`config.mk`:
```
export PLATFORM = sky130hd
export DESIGN_NAME = atlas_size_search_unit
export DESIGN_NICKNAME = d
export VERILOG_FILES = /design/src/hw/rtl/asz_pkg.sv /design/src/hw/rtl/asz_div_step.sv /design/src/hw/rtl/atlas_size_search_unit.sv
export SDC_FILE = /design/constraint.sdc
export NUM_CORES = 2
export LEC_CHECK = 0
export ABC_CLOCK_PERIOD_IN_PS = 10000
export BUFFER_PORTS_ARGS = -buffer_cell sky130_fd_sc_hd__buf_2
export CAP_MARGIN = 20
export CORE_MARGIN = 3
export CORE_UTILIZATION = 47
export CTS_BUF_LIST = sky130_fd_sc_hd__clkbuf_8 sky130_fd_sc_hd__clkbuf_16
export CTS_CLUSTER_DIAMETER = 120
export CTS_CLUSTER_SIZE = 20
export DETAILED_ROUTE_END_ITERATION = 10
export SETUP_SLACK_MARGIN = 0.1
export SLEW_MARGIN = 20
export SYNTH_ARGS = -nofsm -noshare
export SYNTH_HDL_FRONTEND = slang
export SYNTH_SLANG_ARGS = --single-unit
```
`constraint.sdc`:
```
create_clock -name clk -period 10 [get_ports clk]
set_input_delay 3 -clock clk [delete_from_list [all_inputs] [get_ports clk]]
set_output_delay 3 -clock clk [all_outputs]
set_load 0.02 [all_outputs]
```
`src/hw/rtl/asz_pkg.sv`:
```
// ----------------------------------------------------------------------------
// asz_pkg: shared types and constants of the atlas size search unit
// Field widths, register map, height limit and sequencer state encoding.
// ----------------------------------------------------------------------------
`default_nettype none

package asz_pkg;

	// payload field widths
	localparam int unsigned COUNT_W      = 16;
	localparam int unsigned CELL_SIZE_W  = 11;
	localparam int unsigned CELL_SPACE_W = 8;
	localparam int unsigned PITCH_W      = 12;
	localparam int unsigned AW_W         = 14;
	localparam int unsigned AH_W         = 28;

	// tallest height that still counts as a fit
	localparam logic [AH_W-1:0] HEIGHT_LIMIT = 28'd134217728;

	// configuration port
	localparam int unsigned PADDR_W = 3;
	localparam int unsigned PDATA_W = 32;
	localparam logic        REG_CELL_SIZE  = 1'b0;
	localparam logic        REG_CELL_SPACE = 1'b1;
	localparam logic [CELL_SIZE_W-1:0]  CELL_SIZE_RST  = 11'd16;
	localparam logic [CELL_SPACE_W-1:0] CELL_SPACE_RST = 8'd0;

	typedef enum logic [3:0] {
		ST_IDLE,
		ST_INIT,
		ST_SCAN,
		ST_RDIV,
		ST_RMUL,
		ST_HINIT,
		ST_HSRCH,
		ST_CMUL,
		ST_EVAL,
		ST_ADV,
		ST_OUT
	} state_t;

endpackage

`default_nettype wire

```
`src/hw/rtl/asz_div_step.sv`:
```
// ----------------------------------------------------------------------------
// asz_div_step: one restoring division step
// Shifts one dividend bit into the partial remainder, subtracts the divisor
// when it fits and returns the quotient bit.
// ----------------------------------------------------------------------------
`default_nettype none

module asz_div_step #(
	parameter int unsigned RB = 17
) (
	input  wire logic [RB-1:0] rem_in,
	input  wire logic          bit_in,
	input  wire logic [RB-1:0] divisor,
	output logic      [RB-1:0] rem_out,
	output logic               q_bit
);

	logic [RB:0] trial;
	logic [RB:0] diff;

	assign trial   = {rem_in, bit_in};
	assign diff    = trial - {1'b0, divisor};
	assign q_bit   = (trial >= {1'b0, divisor});
	assign rem_out = q_bit ? diff[RB-1:0] : trial[RB-1:0];

endmodule

`default_nettype wire

```
`src/hw/rtl/atlas_size_search_unit.sv`:
```
// ----------------------------------------------------------------------------
// atlas_size_search_unit: power-of-two atlas width and height search
// Widens the atlas until a width holds one pitch, then for each candidate width
//   divides for the rows, multiplies them by the pitch and doubles the height up
//   to that need; a width whose needed height passes the limit is skipped. The rows
//   divider runs DB restoring steps (17 at WIDTH_CAP 8192). All steps share one
//   restoring divide step and one multiplier. Zero pitch goes straight to the
//   result; one request in flight at a time.
// Reset: asynchronous, clears the sequencer and loads the default registers.
// ----------------------------------------------------------------------------
`default_nettype none

module atlas_size_search_unit
	import asz_pkg::*;
#(
	parameter int unsigned WIDTH_CAP = 8192
) (
	input  wire logic               clk,
	input  wire logic               arst_n,
	// configuration
	input  wire logic               psel,
	input  wire logic               penable,
	input  wire logic               pwrite,
	input  wire logic [PADDR_W-1:0] paddr,
	input  wire logic [PDATA_W-1:0] pwdata,
	output logic      [PDATA_W-1:0] prdata,
	output logic                    pready,
	// requests
	input  wire logic               s_tvalid,
	output logic                    s_tready,
	input  wire logic [15:0]        s_tdata,   // [15:0] cell_count
	// results
	output logic                    m_tvalid,
	input  wire logic               m_tready,
	output logic      [47:0]        m_tdata,   // [13:0] atlas_width, [41:14] atlas_height
	output logic                    m_tuser    // [0] found
);

	localparam int unsigned WB = $clog2(WIDTH_CAP) + 2;
	localparam int unsigned CB = $clog2(WIDTH_CAP) + 1;
	localparam int unsigned DB = ((CB > COUNT_W) ? CB : COUNT_W) + 1;
	localparam int unsigned RB = (CB > PITCH_W) ? CB : PITCH_W;
	localparam int unsigned PB = DB + AH_W;
	localparam int unsigned SB = ((WB > AH_W) ? WB : AH_W) + 1;
	localparam int unsigned NB = $clog2(DB);

	state_t state_q, state_d;

	logic [CELL_SIZE_W-1:0]  cell_size_q;
	logic [CELL_SPACE_W-1:0] cell_space_q;
	logic [PITCH_W-1:0]      pitch_in;
	logic                    cfg_wr;

	logic [PITCH_W-1:0] pitch_q;
	logic [COUNT_W-1:0] count_q;
	logic [WB-1:0]      w_q;
	logic [CB-1:0]      cols_q;
	logic [PITCH_W-1:0] colr_q;
	logic [DB-1:0]      dvd_q;
	logic [RB-1:0]      rem_q;
	logic [DB-1:0]      rows_q;
	logic [NB-1:0]      cnt_q;
	logic [PB-1:0]      prod_q;
	logic [AH_W-1:0]    h_q;
	logic [AH_W-1:0]    hq_q;
	logic [PITCH_W-1:0] hr_q;
	logic               have_q;
	logic [WB-1:0]      best_w_q;
	logic [AH_W-1:0]    best_h_q;
	logic [PB-1:0]      least_waste_q;

	logic [RB-1:0]   step_rem;
	logic            step_bit;
	logic [RB-1:0]   step_div;
	logic [RB-1:0]   step_rem_out;
	logic            step_q;
	logic [DB-1:0]   mul_a;
	logic [AH_W-1:0] mul_b;
	logic [PB-1:0]   mul_p;

	logic            w_over;
	logic            h_short;
	logic            fits;
	logic [PB-1:0]   loss;
	logic [SB-1:0]   sum_new;
	logic [SB-1:0]   sum_best;
	logic [WB+AW_W-1:0] w_ext;

	// ------------------------------------------------------------------------
	// configuration registers
	// ------------------------------------------------------------------------
	assign pready = 1'b1;
	assign cfg_wr = psel & penable & pwrite & pready;

	always_ff @(posedge clk or negedge arst_n) begin
		if (!arst_n) begin
			cell_size_q  <= CELL_SIZE_RST;
			cell_space_q <= CELL_SPACE_RST;
		end else if (cfg_wr) begin
			unique case (paddr[PADDR_W-1])
				REG_CELL_SIZE:  cell_size_q  <= pwdata[CELL_SIZE_W-1:0];
				REG_CELL_SPACE: cell_space_q <= pwdata[CELL_SPACE_W-1:0];
				default:        cell_size_q  <= cell_size_q;
			endcase
		end
	end

	always_comb begin
		prdata = '0;
		unique case (paddr[PADDR_W-1])
			REG_CELL_SIZE:  prdata = PDATA_W'(cell_size_q);
			REG_CELL_SPACE: prdata = PDATA_W'(cell_space_q);
			default:        prdata = '0;
		endcase
	end

	assign pitch_in = PITCH_W'(cell_size_q) + PITCH_W'({cell_space_q, 1'b0});

	// ------------------------------------------------------------------------
	// shared divide step and multiplier
	// ------------------------------------------------------------------------
	asz_div_step #(
		.RB (RB)
	) u_step (
		.rem_in  (step_rem),
		.bit_in  (step_bit),
		.divisor (step_div),
		.rem_out (step_rem_out),
		.q_bit   (step_q)
	);

	assign mul_a = (state_q == ST_RMUL) ? rows_q : DB'(cols_q);
	assign mul_b = (state_q == ST_RMUL) ? AH_W'(pitch_q) : hq_q;
	assign mul_p = mul_a * mul_b;

	assign w_over   = (w_q > WB'(WIDTH_CAP));
	assign h_short  = (PB'(h_q) < prod_q);
	assign fits     = (prod_q >= PB'(count_q));
	assign loss     = prod_q - PB'(count_q);
	assign sum_new  = SB'(w_q) + SB'(h_q);
	assign sum_best = SB'(best_w_q) + SB'(best_h_q);

	// ------------------------------------------------------------------------
	// sequencer
	// ------------------------------------------------------------------------
	always_ff @(posedge clk or negedge arst_n) begin
		if (!arst_n) begin
			state_q <= ST_IDLE;
		end else begin
			state_q <= state_d;
		end
	end

	always_comb begin
		state_d  = state_q;
		step_rem = '0;
		step_bit = 1'b0;
		step_div = RB'(pitch_q);
		unique case (state_q)
			ST_IDLE: begin
				if (s_tvalid) begin
					state_d = (pitch_in == '0) ? ST_OUT : ST_INIT;
				end
			end
			ST_INIT: begin
				step_bit = 1'b1;
				state_d  = ST_SCAN;
			end
			ST_SCAN: begin
				step_rem = RB'(colr_q);
				if (w_over) begin
					state_d = ST_OUT;
				end else if (cols_q != '0) begin
					state_d = ST_RDIV;
				end
			end
			ST_RDIV: begin
				step_rem = rem_q;
				step_bit = dvd_q[DB-1];
				step_div = RB'(cols_q);
				if (cnt_q == NB'(DB - 1)) begin
					state_d = ST_RMUL;
				end
			end
			ST_RMUL: begin
				state_d = ST_HINIT;
			end
			ST_HINIT: begin
				step_bit = 1'b1;
				state_d  = (prod_q > PB'(HEIGHT_LIMIT)) ? ST_ADV : ST_HSRCH;
			end
			ST_HSRCH: begin
				step_rem = RB'(hr_q);
				if (!h_short) begin
					state_d = ST_CMUL;
				end
			end
			ST_CMUL: begin
				state_d = ST_EVAL;
			end
			ST_EVAL: begin
				state_d = ST_ADV;
			end
			ST_ADV: begin
				step_rem = RB'(colr_q);
				state_d  = ST_SCAN;
			end
			ST_OUT: begin
				if (m_tready) begin
					state_d = ST_IDLE;
				end
			end
			default: begin
				state_d = ST_IDLE;
			end
		endcase
	end

	// ------------------------------------------------------------------------
	// datapath
	// ------------------------------------------------------------------------
	always_ff @(posedge clk) begin
		unique case (state_q)
			ST_IDLE: begin
				if (s_tvalid) begin
					count_q       <= s_tdata;
					pitch_q       <= pitch_in;
					w_q           <= WB'(1);
					cols_q        <= '0;
					colr_q        <= '0;
					have_q        <= 1'b0;
					best_w_q      <= '0;
					best_h_q      <= '0;
					least_waste_q <= '0;
				end
			end
			ST_INIT: begin
				cols_q <= {cols_q[CB-2:0], step_q};
				colr_q <= step_rem_out[PITCH_W-1:0];
			end
			ST_SCAN: begin
				if (!w_over && cols_q == '0) begin
					// widen until one pitch fits
					w_q    <= {w_q[WB-2:0], 1'b0};
					cols_q <= {cols_q[CB-2:0], step_q};
					colr_q <= step_rem_out[PITCH_W-1:0];
				end else begin
					// rows = ceil(count / cols)
					dvd_q <= DB'(count_q) + DB'(cols_q) - DB'(1);
					rem_q <= '0;
					cnt_q <= '0;
				end
			end
			ST_RDIV: begin
				rem_q  <= step_rem_out;
				rows_q <= {rows_q[DB-2:0], step_q};
				dvd_q  <= {dvd_q[DB-2:0], 1'b0};
				cnt_q  <= cnt_q + NB'(1);
			end
			ST_RMUL: begin
				prod_q <= mul_p;
			end
			ST_HINIT: begin
				h_q  <= AH_W'(1);
				hq_q <= AH_W'(step_q);
				hr_q <= step_rem_out[PITCH_W-1:0];
			end
			ST_HSRCH: begin
				if (h_short) begin
					// double the height and track height / pitch alongside
					h_q  <= {h_q[AH_W-2:0], 1'b0};
					hq_q <= {hq_q[AH_W-2:0], step_q};
					hr_q <= step_rem_out[PITCH_W-1:0];
				end
			end
			ST_CMUL: begin
				prod_q <= mul_p;
			end
			ST_EVAL: begin
				if (fits) begin
					if (!have_q || loss < least_waste_q) begin
						have_q        <= 1'b1;
						best_w_q      <= w_q;
						best_h_q      <= h_q;
						least_waste_q <= loss;
					end else if (loss == least_waste_q && sum_new < sum_best) begin
						best_w_q <= w_q;
						best_h_q <= h_q;
					end
				end
			end
			ST_ADV: begin
				w_q    <= {w_q[WB-2:0], 1'b0};
				cols_q <= {cols_q[CB-2:0], step_q};
				colr_q <= step_rem_out[PITCH_W-1:0];
			end
			ST_OUT: begin
				have_q <= have_q;
			end
			default: begin
				have_q <= have_q;
			end
		endcase
	end

	// ------------------------------------------------------------------------
	// handshake and result
	// ------------------------------------------------------------------------
	assign s_tready = (state_q == ST_IDLE);
	assign m_tvalid = (state_q == ST_OUT);

	assign w_ext   = {{AW_W{1'b0}}, best_w_q};
	assign m_tuser = have_q;
	assign m_tdata = {{(48 - AW_W - AH_W){1'b0}}, best_h_q, w_ext[AW_W-1:0]};

endmodule

`default_nettype wire

```
Word level (Yosys, flattened, before mapping)
Cells that the tools add are included.

Input bits: 58. Register bits: 347. Output and inout bits: 84. Word-level logic and storage cells: 145.

$add $sub $neg: 8. Equality and inequality tests: 23. Reduce and logical (&&, ||, !) cells: 28. $lt $le $gt $ge: 7. Mux-type cells: 55. Bitwise logic cells: 3. $mul: 1.

Operator list (count): $mux 28 (7); $pmux 28 s2 (3); $mux 45 (3); $mux 15 (6); $pmux 45 s2 (1); $pmux 14 s3 (2); $mux 14 (5); $pmux 32 s2 (1); $add 15x28->29 (2); $eq 45x45->1 (1); $ge 45x16->1 (1); $gt 45x28->1 const B (1); $lt 28x45->1 (1); $lt 45x45->1 (1); $mul 17x28->45 (1); $pmux 15 s3 (1); $sub 45x16->45 (1); $pmux 4 s10 (1); $mux 12 (3); $pmux 12 s3 (1); $mux 17 (2); $pmux 17 s2 (1); $mux 4 (8); $pmux 15 s2 (1); 38 further kinds (70).

Longest topological paths before layout
Depth in word-level cells: 7. Mapped depth: 32. Gate-level depth less buffers: 28.

Modules after synthesis
Synthesis repeated with hierarchy kept, for this count alone.

Cells, all modules: 3785. Area, all modules: 36719.0 um2.

Modules (own cells, without submodules): atlas_size_search_unit (cells an instance 3657, sequential area each 10306.1 um2, times used 1, area each 35694.2 um2); asz_div_step (cells an instance 128, sequential area each 0.0 um2, times used 1, area each 1024.7 um2).

Least setup slack after synthesis
OpenSTA, ideal clock, no wires.

Path kind: reg2reg. Start: reg state_q[0]. End: reg prod_q[37] (data pin). Arrival: 7284 ps. Data required time: 9739 ps. Slack: 2455 ps. Stages on the path, launching flop included: 30. Buffers on the path: 4. Cells stage by stage: dfrtp_1 > clkbuf_1 > nor3_1 > clkbuf_1 > clkbuf_1 > nor2_1 > a21oi_1 > clkbuf_1 > nor2_1 > fa_1 > inv_1 > fa_1 > fa_1 > fa_1 > inv_1 > fa_1 > inv_1 > fa_1 > inv_1 > ha_1 > nand4_1 > nor4_2 > o311ai_2 > a211oi_2 > o41ai_2 > a21oi_2 > nand2_2 > nand2_2 > a311o_1 > xor2_1.

Word-level cells in the longest chain between the ends: 3.

RTL lines: start, declared (line atlas_size_search_unit.sv:47) `state_t state_q, state_d;`; start signal, assigned (line atlas_size_search_unit.sv:150) `state_q <= state_d;`; $eq 4x3->1 * (line atlas_size_search_unit.sv:132, atlas_size_search_unit.sv:133); $mux 17 / $mux 28 (equally long branches) (line atlas_size_search_unit.sv:132, atlas_size_search_unit.sv:133); $mul 17x28->45 * (line atlas_size_search_unit.sv:134) `assign mul_p = mul_a * mul_b;`; net mul_p[37] (line atlas_size_search_unit.sv:79) `logic [PB-1:0] mul_p;`; end signal, assigned (line atlas_size_search_unit.sv:261) `prod_q <= mul_p;`; end signal, assigned (line atlas_size_search_unit.sv:277) `prod_q <= mul_p;`; end, declared (line atlas_size_search_unit.sv:63) `logic [PB-1:0] prod_q;`.

Mark *: on every way through the listed nets, which the timed path passes. The rest lies on a longest branch. A chain may end at the register's enable or synchronous reset.

Worst setup path in the final report
Start: reg state_q[1]. End: reg prod_q[37] (data pin).

Same word-level chain as after synthesis.

==> flow_metrics.env <==
export IMPL_fin_crit_ns=8.50
export IMPL_synth_cell_types=91
export IMPL_drive_gt1_share_pct=6.13
export IMPL_cp_end_kind="flip-flop"
export IMPL_synth_edf_count=324
export IMPL_clk_latency_ns=0.59
export IMPL_worst_pin_slew_ns=1.12
export IMPL_synth_area_mm2=0.0363
export IMPL_wire_per_inst_um=17.6
export IMPL_syn_avg_cell_area_um2=9.69
export IMPL_slew_viol_final=0
export IMPL_antenna_found_initial=1
export IMPL_regArea_mm2=0.0103
export IMPL_clock_skew_ns=0.0434
export IMPL_outcome="finished, final reports clean"
export IMPL_hold_start="rows_q[10]"
export IMPL_synth_top_area_cell="edfxtp_1"
export IMPL_initial_core_util_pct=47.7
export IMPL_synth_most_common_cell="inv_1"
export IMPL_crit_top_cell="fa_1"
export IMPL_crit_buf_inv=4
export IMPL_rows=101
export IMPL_r2r_cells=25
export IMPL_critPathMaxStageDelay_ns=0.85
export IMPL_htreeDepth=1
export IMPL_layout_nets=4568
export IMPL_fin_setup_tns_ns=0
export IMPL_yosys_top_cells_count="inv_1, nand2_1, fa_1, edfxtp_1, ha_1"
export IMPL_die_w_um=284
export IMPL_multi_input_area_mm2=0.0231
export IMPL_worstPathRequired_ns=10.34
export IMPL_timing_hold_violations_final=0
export IMPL_grt_overflow=0
export IMPL_cts_tree="built"
export IMPL_crit_arrival_ns=8.83
export IMPL_fill_cells=7238
export IMPL_synth_area_leaders="edfxtp_1, fa_1, ha_1, inv_1, nand2_1"
export IMPL_clockBufferDepth=3
export IMPL_viasPerCell=5.23
export IMPL_syn_to_final_growth_pct=5.89
export IMPL_grt_usage_pct=21.2
export IMPL_die_area_mm2=0.0807
export IMPL_place_gp_congestion=0.892
export IMPL_path_max_fanout=30
export IMPL_whs_endpoint="rows_q[11]"
export IMPL_path_clk_slew_ns=0.09
export IMPL_drtPass1Iterations=5
export IMPL_postCtsSetupRepairBufs=0
export IMPL_critical_path_top_delay_family="adder cells"
export IMPL_rr_startpoint="state_q[1]"
export IMPL_cts_buffers=22
export IMPL_grt_pass1_wl_um=137000
export IMPL_timing_rr_end="prod_q[37]"
export IMPL_drt_iter0_markers=1572
export IMPL_grt_pass1_vias=25200
export IMPL_ys_async_sr_fraction_pct=6.63
export IMPL_hold_depth=0
export IMPL_buffer_ports_inserted=90
export IMPL_cts_sinks=347
export IMPL_grt_max_degree=92
export IMPL_rsz0062_at_grt="no"
export IMPL_ys_seq_elements=347
export IMPL_design_area_mm2=0.0385
export IMPL_cts_hold_buffers_added=0
export IMPL_cts_root_buffer="clkbuf_16"
export IMPL_synth_top_area_share_pct=26.8
export IMPL_yosys_warnings=0
export IMPL_rrSetupSlack_ns=1.50
export IMPL_wl_um=85300
export IMPL_drcViolationCount=0
export IMPL_yosysSeqAreaShare_pct=28.4
export IMPL_hold_path_class="reg2reg"
export IMPL_yosys_most_used_dff="edfxtp_1"
export IMPL_finalSetupViolations=0
export IMPL_vias=25300
export IMPL_dieHeight_um=284
export IMPL_antenna_left=0
export IMPL_cp_slowest_cell="mux2i_1"
export IMPL_dpl_cell_area_mm2=0.0378
export IMPL_worst_setup_path_start_kind="flip-flop"
export IMPL_fmax_mhz=118
export IMPL_cts_resized_gates=0
export IMPL_path_class="reg2reg"
export IMPL_fin_crit_sh_pct=85.0
export IMPL_relSlewSlack_pct=25.1
export IMPL_synth_cells=3749
export IMPL_drv_cap=0
export IMPL_hpwl_um=67300
export IMPL_core_mm2=0.0762
export IMPL_ioPinCount=142
area by class of cell:
type / instances / share of cell area, %
Antenna cell: 1 / 0.00651
Clock buffer: 22 / 1.43
Clock inverter: 8 / 0.182
Inverter: 665 / 6.49
Multi-Input combinational cell: 2640 / 59.9
Sequential cell: 347 / 26.8
Tap cell: 1030 / 3.35
Timing Repair Buffer: 121 / 1.81
sequential cells by signal, indices dropped and copies added, names as in the netlist, 15 cells and up:
name / flops
h_q: 28
rows_q: 17
best_w_q: 15
best_h_q: 28
dvd_q: 17
w_q: 15
hq_q: 28
count_q: 16
least_waste_q: 45
prod_q: 45
cell families after synthesis:
kind of cell | after synthesis | synth area share [%]
xor+xnor | 149 | 3.59
other cells | 2 | 0.0207
fa+ha+maj | 713 | 32.7
simple gates | 1182 | 16.0
flops | 347 | 28.4
mux | 65 | 1.88
compound gates | 455 | 8.29
buf+inv | 836 | 9.10
placed cells by master, fill, tap and decap left out, types with 36 or more instances in the layout:
master,synthesis,final
xor2_1,60,60
a21o_1,87,87
and3_1,165,165
fa_1,395,395
buf_2,5,90
nor2_1,232,229
edfxtp_1,324,324
xnor2_1,89,89
and2_1,126,125
ha_1,318,318
conb_1,2,76
inv_1,665,667
mux2i_1,38,38
nand2_1,407,406
nand2b_1,36,36
nand3_1,40,40
a21oi_1,143,141
o21ai_0,63,61
worst register-to-register path: stages (launching register included):
cell and delay [ns]:
dfrtp_1 0.73, nor2_1 0.20, nand2_2 0.59, mux2i_1 0.86, nor2_1 0.15, fa_1 0.56, inv_1 0.05, fa_1 0.49
fa_1 0.51, inv_1 0.05, fa_1 0.47, fa_1 0.54, inv_1 0.05, fa_1 0.53, inv_1 0.04, ha_1 0.36
nand4_1 0.20, a21oi_1 0.12, o311ai_2 0.43, a211oi_2 0.17, o41ai_2 0.34, a21oi_2 0.14, nand2_2 0.12, nand2_2 0.07
a311o_1 0.36, xor2_1 0.14
metrics by stage:
step,utilization (%),cells,hold WS [ns],worst slack (ns)
2_1_floorplan,-,3823,0.426,2.46
3_3_place_gp,49.7,4802,0.429,1.51
3_5_place_dp,49.7,4802,0.441,1.52
4_1_cts,50.5,4832,0.420,1.52
5_1_grt,50.5,4833,0.433,0.996
6_report,50.5,4834,0.429,1.50
worst max path at each step:
| stage | from | endpoint | slack, ns | depth (start not counted) |
|---|---|---|---|---|
| 2_1_floorplan | state_q[0] | prod_q[37] | 2.46 | 29 |
| 3_3_place_gp | state_q[3] | prod_q[37] | 1.51 | 26 |
| 3_5_place_dp | state_q[3] | prod_q[40] | 1.52 | 26 |
| 4_1_cts | state_q[3] | prod_q[40] | 1.52 | 26 |
| 5_1_grt | state_q[1] | prod_q[43] | 1.0 | 25 |
| 6_report | state_q[1] | prod_q[37] | 1.50 | 25 |
per-layer routing:
| layer | vias to the layer above | part of all wire [%] | GRT usage, % |
|---|---|---|---|
| met5 | - | 0 | 0 |
| met4 | 0 | 2.3 | 4.99 |
| met3 | 91 | 6.2 | 3.69 |
| li1 | 12200 | - | - |
| met2 | 658 | 46 | 34.5 |
| met1 | 12300 | 45 | 29.6 |
Power is left out: the tool's default activity adds up to more than one toggle a clock period on the data nets, which glitch-free logic cannot reach.
